<file path="src/hw/rtl/gpmf_pkg.sv">
// ----------------------------------------------------------------------------
// gpmf_pkg: shared types and constants of the gated pose median filter
// Widths, register codes, status codes, reset limits and the median helper.
// ----------------------------------------------------------------------------
package gpmf_pkg;

  localparam int WINDOW   = 3;
  localparam int NCH      = 4;
  localparam int SAMPLE_W = 16;
  localparam int LIMIT_W  = 15;
  localparam int SLOT_W   = $clog2(WINDOW);
  localparam int FILL_W   = $clog2(WINDOW + 1);
  localparam int ADDR_W   = 4;
  localparam int DATA_W   = 32;
  localparam int POSE_W   = NCH * SAMPLE_W;
  localparam int USER_W   = 3;

  typedef logic signed [SAMPLE_W-1:0]      sample_t;
  typedef logic [NCH-1:0][SAMPLE_W-1:0]    pose_t;
  typedef logic [LIMIT_W-1:0]              limit_t;
  typedef logic [SLOT_W-1:0]               slot_t;
  typedef logic [FILL_W-1:0]               fill_t;

  typedef enum logic [1:0] {
    ST_RANGE    = 2'd0,
    ST_ZERO     = 2'd1,
    ST_WARMUP   = 2'd2,
    ST_FILTERED = 2'd3
  } status_t;

  typedef enum logic [1:0] {
    REG_X_LIMIT   = 2'd0,
    REG_Y_LIMIT   = 2'd1,
    REG_Z_LIMIT   = 2'd2,
    REG_YAW_LIMIT = 2'd3
  } reg_idx_t;

  localparam limit_t X_LIMIT_RST   = 15'd16384;
  localparam limit_t Y_LIMIT_RST   = 15'd6144;
  localparam limit_t Z_LIMIT_RST   = 15'd16384;
  localparam limit_t YAW_LIMIT_RST = 15'd4289;

  // Gate findings of one channel lane.
  typedef struct packed {
    logic over;
    logic zero;
  } gate_t;

  // Window write command shared by all lanes.
  typedef struct packed {
    logic  wr_en;
    slot_t wr_slot;
  } win_wr_t;

  // One finished result.
  typedef struct packed {
    status_t status;
    logic    good;
    pose_t   pose;
  } result_t;

  function automatic sample_t median3(sample_t a, sample_t b, sample_t c);
    sample_t lo;
    sample_t hi;
    sample_t med;
    lo = (a < b) ? a : b;
    hi = (a < b) ? b : a;
    if (c <= lo) begin
      med = lo;
    end else if (c >= hi) begin
      med = hi;
    end else begin
      med = c;
    end
    return med;
  endfunction

endpackage

</file>
<file path="src/hw/rtl/gpmf_lane.sv">
// ----------------------------------------------------------------------------
// gpmf_lane: one channel lane of the pose filter
// Range and zero gate, three-entry ring window and median of the window
// as it stands after the incoming sample is written.
// ----------------------------------------------------------------------------
module gpmf_lane (
  input  logic              clk,
  input  gpmf_pkg::sample_t sample,
  input  gpmf_pkg::limit_t  limit,
  input  gpmf_pkg::win_wr_t win_wr,
  output gpmf_pkg::gate_t   gate,
  output gpmf_pkg::sample_t med
);
  import gpmf_pkg::*;

  sample_t                   win [WINDOW];
  sample_t                   eff [WINDOW];
  logic signed [SAMPLE_W:0]  ext;
  logic        [SAMPLE_W:0]  mag;

  always_comb begin
    ext       = {sample[SAMPLE_W-1], sample};
    mag       = ext[SAMPLE_W] ? (SAMPLE_W+1)'(-ext) : (SAMPLE_W+1)'(ext);
    gate.over = mag > (SAMPLE_W+1)'(limit);
    gate.zero = (sample == '0);
  end

  // The median sees the new sample in place of the slot it overwrites.
  always_comb begin
    for (int i = 0; i < WINDOW; i++) begin
      eff[i] = (win_wr.wr_slot == slot_t'(i)) ? sample : win[i];
    end
    med = median3(eff[0], eff[1], eff[2]);
  end

  always_ff @(posedge clk) begin
    if (win_wr.wr_en) begin
      win[win_wr.wr_slot] <= sample;
    end
  end

endmodule

</file>
<file path="src/hw/rtl/gpmf_merge.sv">
// ----------------------------------------------------------------------------
// gpmf_merge: merge stage of the pose filter
// Combines the lane gates, keeps the ring pointer and warm-up count, and
// forms the status and the pose of the result.
// ----------------------------------------------------------------------------
module gpmf_merge (
  input  logic                          clk,
  input  logic                          rst,
  input  logic                          fire,
  input  gpmf_pkg::gate_t [gpmf_pkg::NCH-1:0] gate,
  input  gpmf_pkg::pose_t               samples,
  input  gpmf_pkg::pose_t               meds,
  output gpmf_pkg::win_wr_t             win_wr,
  output gpmf_pkg::result_t             result
);
  import gpmf_pkg::*;

  slot_t write_slot;
  slot_t write_slot_next;
  fill_t fill_count;
  fill_t fill_count_next;
  logic  any_over;
  logic  any_zero;
  logic  full;
  logic  commit;

  always_comb begin
    any_over = 1'b0;
    any_zero = 1'b0;
    for (int i = 0; i < NCH; i++) begin
      any_over = any_over | gate[i].over;
      any_zero = any_zero | gate[i].zero;
    end
    full   = (fill_count == fill_t'(WINDOW));
    commit = fire && !any_over && !any_zero;

    win_wr.wr_en   = commit;
    win_wr.wr_slot = write_slot;

    // Out of range wins over a zero channel.
    priority if (any_over) begin
      result.status = ST_RANGE;
    end else if (any_zero) begin
      result.status = ST_ZERO;
    end else if (!full) begin
      result.status = ST_WARMUP;
    end else begin
      result.status = ST_FILTERED;
    end
    result.good = (result.status == ST_FILTERED);
    result.pose = result.good ? meds : samples;

    write_slot_next = (write_slot == slot_t'(WINDOW - 1)) ? '0 : slot_t'(write_slot + 1'b1);
    fill_count_next = full ? fill_count : fill_t'(fill_count + 1'b1);
  end

  always_ff @(posedge clk) begin
    if (rst) begin
      write_slot <= '0;
      fill_count <= '0;
    end else if (commit) begin
      write_slot <= write_slot_next;
      fill_count <= fill_count_next;
    end
  end

  a_slot_range: assert property (@(posedge clk) disable iff (rst)
    write_slot <= slot_t'(WINDOW - 1))
    else $error("ring pointer outside the window");

  a_fill_step: assert property (@(posedge clk) disable iff (rst)
    (commit && !full) |=> (fill_count == $past(fill_count) + 1'b1))
    else $error("warm-up count did not advance on an accepted sample");

  a_hold_on_reject: assert property (@(posedge clk) disable iff (rst)
    !commit |=> ($stable(write_slot) && $stable(fill_count)))
    else $error("window state moved without an accepted sample");

endmodule

</file>
<file path="src/hw/rtl/gated_pose_median_filter_top.sv">
// ----------------------------------------------------------------------------
// gated_pose_median_filter_top: gated median-of-3 pose filter
// Stream in, stream out, APB limit registers; four channel lanes and a merge.
// ----------------------------------------------------------------------------
// The filter takes one pose beat (x, y, z, heading, signed Q3.12) per clock
// cycle while s_tready is high and returns exactly one result beat for each,
// in order. A sample whose channel magnitude exceeds its limit register is
// reported with status 0, one with any channel exactly zero with status 1;
// both pass the input through and leave the window untouched. The first three
// accepted samples report status 2 (warming up) and the fourth and later
// report status 3 with good set and the per-channel median of the last three
// accepted samples. The rate is one beat per cycle, set by the single
// register stage after the lanes; an extra skid register behind it lets the
// input keep taking a beat while a result waits for the downstream side, and
// s_tready drops only when both are full. Limits are written over APB at
// byte addresses 0, 4, 8 and 12 (x, y, z, yaw; 15 bits each) and should only
// be changed while the stream is idle.
// ----------------------------------------------------------------------------
module gated_pose_median_filter_top (
  input  logic                          clk,
  input  logic                          rst,
  // stream in
  input  logic                          s_tvalid,
  output logic                          s_tready,
  // s_tdata, low to high: pos_x[15:0], pos_y[31:16], pos_z[47:32], heading[63:48]
  input  logic [gpmf_pkg::POSE_W-1:0]   s_tdata,
  // stream out
  output logic                          m_tvalid,
  input  logic                          m_tready,
  // m_tdata, low to high: med_x[15:0], med_y[31:16], med_z[47:32],
  // med_heading[63:48]
  output logic [gpmf_pkg::POSE_W-1:0]   m_tdata,
  // m_tuser, low to high: status[1:0], good[2]
  output logic [gpmf_pkg::USER_W-1:0]   m_tuser,
  // configuration
  input  logic                          psel,
  input  logic                          penable,
  input  logic                          pwrite,
  input  logic [gpmf_pkg::ADDR_W-1:0]   paddr,
  input  logic [gpmf_pkg::DATA_W-1:0]   pwdata,
  output logic [gpmf_pkg::DATA_W-1:0]   prdata,
  output logic                          pready
);
  import gpmf_pkg::*;

  limit_t            limits [NCH];
  reg_idx_t          reg_idx;
  logic              cfg_wr;
  logic              s_fire;
  logic              m_fire;
  pose_t             samples;
  pose_t             meds;
  gate_t [NCH-1:0]   gate;
  win_wr_t           win_wr;
  result_t           result;
  result_t           out;
  logic              out_valid;
  result_t           skid;
  logic              sk_valid;

  // Configuration registers. The register index is the word address.
  assign pready  = 1'b1;
  assign reg_idx = reg_idx_t'(paddr[ADDR_W-1:2]);
  assign cfg_wr  = psel && penable && pwrite && pready;
  assign prdata  = DATA_W'(limits[reg_idx]);

  always_ff @(posedge clk) begin
    if (rst) begin
      limits[REG_X_LIMIT]   <= X_LIMIT_RST;
      limits[REG_Y_LIMIT]   <= Y_LIMIT_RST;
      limits[REG_Z_LIMIT]   <= Z_LIMIT_RST;
      limits[REG_YAW_LIMIT] <= YAW_LIMIT_RST;
    end else if (cfg_wr) begin
      limits[reg_idx] <= pwdata[LIMIT_W-1:0];
    end
  end

  // Handshakes. The input is held off only when the skid register is full.
  assign s_tready = !sk_valid;
  assign s_fire   = s_tvalid && s_tready;
  assign m_fire   = out_valid && m_tready;
  assign samples  = pose_t'(s_tdata);

  // One lane per pose channel.
  for (genvar g = 0; g < NCH; g++) begin : g_lane
    gpmf_lane u_lane (
      .clk    (clk),
      .sample (sample_t'(samples[g])),
      .limit  (limits[g]),
      .win_wr (win_wr),
      .gate   (gate[g]),
      .med    (meds[g])
    );
  end

  gpmf_merge u_merge (
    .clk     (clk),
    .rst     (rst),
    .fire    (s_fire),
    .gate    (gate),
    .samples (samples),
    .meds    (meds),
    .win_wr  (win_wr),
    .result  (result)
  );

  // Output register with a skid register behind it.
  always_ff @(posedge clk) begin
    if (rst) begin
      out_valid <= 1'b0;
      sk_valid  <= 1'b0;
    end else if (sk_valid) begin
      if (m_fire) begin
        sk_valid <= 1'b0;
      end
    end else if (s_fire) begin
      if (out_valid && !m_tready) begin
        sk_valid <= 1'b1;
      end else begin
        out_valid <= 1'b1;
      end
    end else if (m_fire) begin
      out_valid <= 1'b0;
    end
  end

  always_ff @(posedge clk) begin
    if (sk_valid) begin
      if (m_fire) begin
        out <= skid;
      end
    end else if (s_fire) begin
      if (out_valid && !m_tready) begin
        skid <= result;
      end else begin
        out <= result;
      end
    end
  end

  assign m_tvalid = out_valid;
  assign m_tdata  = out.pose;
  assign m_tuser  = {out.good, out.status};

  a_skid_behind_out: assert property (@(posedge clk) disable iff (rst)
    sk_valid |-> out_valid)
    else $error("skid register holds a beat while the output register is empty");

  a_skid_drain: assert property (@(posedge clk) disable iff (rst)
    (sk_valid && m_tready) |=> (out_valid && !sk_valid))
    else $error("skid beat not moved to the output register");

  a_good_status: assert property (@(posedge clk) disable iff (rst)
    out_valid |-> (out.good == (out.status == ST_FILTERED)))
    else $error("good flag disagrees with status");

endmodule
</file>
<file path="config.mk">
export PLATFORM = sky130hd
export DESIGN_NAME = gated_pose_median_filter_top
export DESIGN_NICKNAME = d
export VERILOG_FILES = /design/src/hw/rtl/gpmf_pkg.sv /design/src/hw/rtl/gpmf_lane.sv /design/src/hw/rtl/gpmf_merge.sv /design/src/hw/rtl/gated_pose_median_filter_top.sv
export SDC_FILE = /design/constraint.sdc
export NUM_CORES = 1
export LEC_CHECK = 0
export ABC_AREA = 1
export BUFFER_PORTS_ARGS = -buffer_cell sky130_fd_sc_hd__buf_2
export CORE_MARGIN = 5
export CORE_UTILIZATION = 37
export CTS_CLUSTER_SIZE = 28
export DETAILED_ROUTE_END_ITERATION = 10
export GPL_TIMING_DRIVEN = 0
export PLACE_DENSITY = 0.53
export SYNTH_ARGS = -nofsm -noshare
export SYNTH_HDL_FRONTEND = slang
export SYNTH_SLANG_ARGS = --single-unit
</file>
<file path="constraint.sdc">
create_clock -name clk -period 19.2 [get_ports clk]
set_input_delay 3.84 -clock clk [delete_from_list [all_inputs] [get_ports clk]]
set_output_delay 3.84 -clock clk [all_outputs]
set_load 0.005 [all_outputs]
</file>
==> summary.txt <==
Global route
  – Grt met3 use: under 10%
  – Met1 usage: roughly a third
  – Largest net degree at the start of global routing: ~50
  – Grt ovf: 0
  – Met2 Use GR: between 30% and 40%
  – Total GRT Usage: between 20% and 30%
  – Global-route wire length before repair: around 150,000 microns
  – Initial antenna violation count: 4
  – GRT busiest layer: met2
  – Vias in the first global route: 24.5k

Clock network
  – Post-CTS sizing: 0
  – CTS clk-pin slew, worst paths: approximately 0.060 ns
  – Setup Buffers After CTS: 0
  – CTS tree: yes
  – Max clock buf depth: 3
  – Hold Buf Count CTS: 0
  – CTS Buf Count: between 40 and 50
  – H-tree Lvls: 2
  – Sink Count: 392
  – Clk_lat worst skew: between 0.5 and 0.6 ns
  – Clock root buffer: clkbuf_16

Logic synthesis
  – Area leader, netlist: edfxtp_1
  – Post-synth top flop: edfxtp_1
  – Syn avg cell area: roughly 7.6 sq um
  – Most frequent cell after synthesis: nand2_1
  – Seq cells post-synth: 392
  – Post-synth EDFFs: about 390
  – Share of the synthesized area in the top cell type: between 40% and 50%
  – Post-synth top cells: 1,083 x nand2_1, 533 x inv_1, 391 x nand3_1, 386 x edfxtp_1, 275 x o21ai_0
  – Warnings, synthesis: 0
  – Syn Inst Count: between 3k and 4k
  – Synth top area cells: edfxtp_1 40%, nand2_1 14%, ha_1 11%
  – Area of the mapped netlist: a little under 30,000 sq um
  – Post-synthesis cell type count: slightly above 40
  – Post-synth ARST share: 0%
  – Sequential fraction of the synthesis area: between 40% and 50%

Critical path
  – WP buf/inv: 4
  – Worst Setup End Kind: output port
  – Setup crit start kind: input pin
  – Crit-path slowest cell: a21oi_1
  – WP data required: about 15 ns
  – Crit path DAT: 6.13 ns
  – Crit-path max cell delay: ~0.57 ns
  – Crit-path cells: clkbuf_1, clkinv_1, clkbuf_1, o21ai_0, a21oi_1, a21oi_1, buf_2
  – Crit path max fanout: 10
  – Setup CP Type: input pin to output port
  – Crit-path leading delay family: buffers and inverters

Drt
  – Vias/cell: 5.02
  – Remaining antenna violation count after routing: 0
  – Drc violations: 0
  – Iter 0 DRT Violations: about 2.2k
  – Drt first pass iters: 5
  – WL/cell: just under 20 microns
  – Vias: between 20k and 30k
  – Drt total wl: between 100,000 and 150,000 microns

Die
  – Num rows: 102
  – Initial Util: approximately 37%
  – Core area: a little under 80,000 sq um
  – Die H: between 200 and 300 microns
  – IO Pins: between 200 and 250
  – Die X: about 290 microns
  – Die area: between 80,000 and 90,000 sq um

Timing
  – Final min period: roughly 10 ns
  – Pins Over Slew Limit: 0
  – Rel. slew slack: around 22%
  – Fmax: 0.100 GHz
  – Worst Skew: approximately 0.017 ns
  – Final Cycle Share: 51.9%
  – RSZ-0062 raised after global routing: false
  – Endpoints failing hold: 0
  – Slew @ Worst Pin: between 1 and 1.5 ns
  – Final TNS setup: 0 ns
  – # setup viols final: 0

Pwr
  – Sequential group share of total power: between 30% and 40%
  – Clk pwr share: 29.9%
  – VDD IR max: 61.5 uV
  – Leak pwr: 15.9 nW
  – Cell area power density: 86.1 nW/um^2
  – Sw Pwr: approximately 1.1 mW
  – Internal cell power: about 1.8 mW
  – Total power: 2.82 mW
  – Combinational Power Share: 35.2%
  – Switching share of total power: 37.2%

Finish
  – Fillers: about 8.0k
  – Area Overhead vs Synth: 13.2%
  – Post-Layout Inst Area: around 33,000 sq um
  – Utilization after layout: between 40% and 50%
  – Layout cell share with drive strength beyond 1: approximately a tenth
  – Layout Nets: approximately 4.4k

Place
  – Buffers on Ports: between 150 and 200
  – Gpl congestion: roughly 1
  – Placed Area: ~31,000 sq um
  – DP HPWL: ~81,000 microns

Hold path
  – Hold Path Class: register to register

Outcome
  – Outcome: complete, no violations

Flow run
  – Max_cap viols: 0
[worst register-to-register path, delay by kind of cell, from the launching register on]
| kind | cells | cell delay (ns) |
|---|---|---|
| adder cells (fa/ha/maj) | 2 | 0.59 |
| buffers and inverters | 10 | 2.88 |
| AO/OA/AOI/OAI | 5 | 1.37 |
| flip-flops | 1 | 0.31 |
| AND/OR/NAND/NOR | 16 | 2.53 |
[power groups by stage]
stage / Clock (mW) / Combinational, mW / Sequential, mW
3_3_place_gp: 0 / 0.973 / 1.01
4_1_cts: 0.866 / 0.987 / 0.988
2_1_floorplan: 0 / 0.679 / 1.01
3_5_place_dp: 0 / 0.982 / 1.01
6_report: 0.843 / 0.993 / 0.987
5_1_grt: 0.898 / 1.13 / 0.989
[path summary, 6_finish.rpt]
path	startpoint	to	slack [ns]	cells after the start
max	paddr[2]	prdata[5]	9.23	7
min	u_merge.fill_count[1]	u_merge.fill_count[1]	0.48	2
max reg2reg	u_merge.write_slot[0]	m_tdata[14]	11.27	33
min reg2reg	u_merge.fill_count[1]	u_merge.fill_count[1]	0.48	2
[layout by cell type, fill, tap and decap left out, types with 7 or more instances in the layout]
master | Yosys | final
nand2_1 | 1083 | 1083
inv_1 | 533 | 530
nand3_1 | 391 | 391
edfxtp_1 | 386 | 386
o21ai_0 | 275 | 275
ha_1 | 245 | 245
buf_2 | 25 | 195
nor2_1 | 178 | 176
a21oi_1 | 164 | 164
and2_1 | 124 | 124
clkbuf_1 | 86 | 93
xor2_1 | 51 | 51
clkbuf_16 | 0 | 49
or2_2 | 39 | 39
buf_4 | 31 | 31
nand4_1 | 27 | 27
nor3_1 | 26 | 26
nand2_2 | 24 | 24
conb_1 | 2 | 18
clkinv_1 | 5 | 16
nor4_1 | 12 | 12
clkinv_2 | 0 | 9
a31oi_1 | 8 | 8
nand3b_1 | 8 | 8
o211ai_1 | 8 | 8
a211oi_1 | 7 | 7
nand3_2 | 7 | 7
[per-stage QoR]
| step | hold WS, ns | setup slack, ns | instances |
|---|---|---|---|
| 6_report | 0.476 | 9.23 | 5115 |
| 3_5_place_dp | 0.469 | 9.45 | 5028 |
| 2_1_floorplan | 0.439 | 9.72 | 3810 |
| 4_1_cts | 0.477 | 9.45 | 5112 |
| 5_1_grt | 0.515 | 9.14 | 5113 |
| 3_3_place_gp | 0.459 | 6.05 | 5020 |
[per-layer routing]
layer / up-vias / share of wire (%)
met5: - / 0.020
met4: 2 / 1.9
met3: 98 / 6.1
met2: 710 / 45
met1: 11917 / 47
li1: 12949 / -
[cells by family after synthesis]
kind of cell / count (synthesis) / synth area share (%)
AND/OR/NAND/NOR: 1928 / 29.1
flip-flops: 392 / 40.5
XOR/XNOR: 51 / 1.54
AO/OA/AOI/OAI: 484 / 8.68
buffers and inverters: 692 / 9.59
adder cells (fa/ha/maj): 245 / 10.6
other: 2 / 0.0259
[area by class of cell]
cell class | instances | area [sq um] | area share, %
clock inverters | 28 | 153 | 0.466
flip-flops and latches | 392 | 11700 | 35.7
well taps | 1040 | 1300 | 3.97
inverters | 540 | 2030 | 6.21
multi-input cells | 2726 | 14500 | 44.4
plain buffers | 152 | 748 | 2.28
repair buffers | 178 | 1020 | 3.13
diodes | 3 | 7.51 | 0.0229
clock buffers | 56 | 1250 | 3.82
[state kept, by name, indices dropped and copies added (netlist names)]
name                cells
g_lane.u_lane.win     192
limits                 60
m_tdata                64
m_tuser                 3
m_tvalid                1
sk_valid                1
skid                   67
u_merge.fill_count      2
u_merge.write_slot      2
No activity file was read; power rests on OpenSTA's default activity.
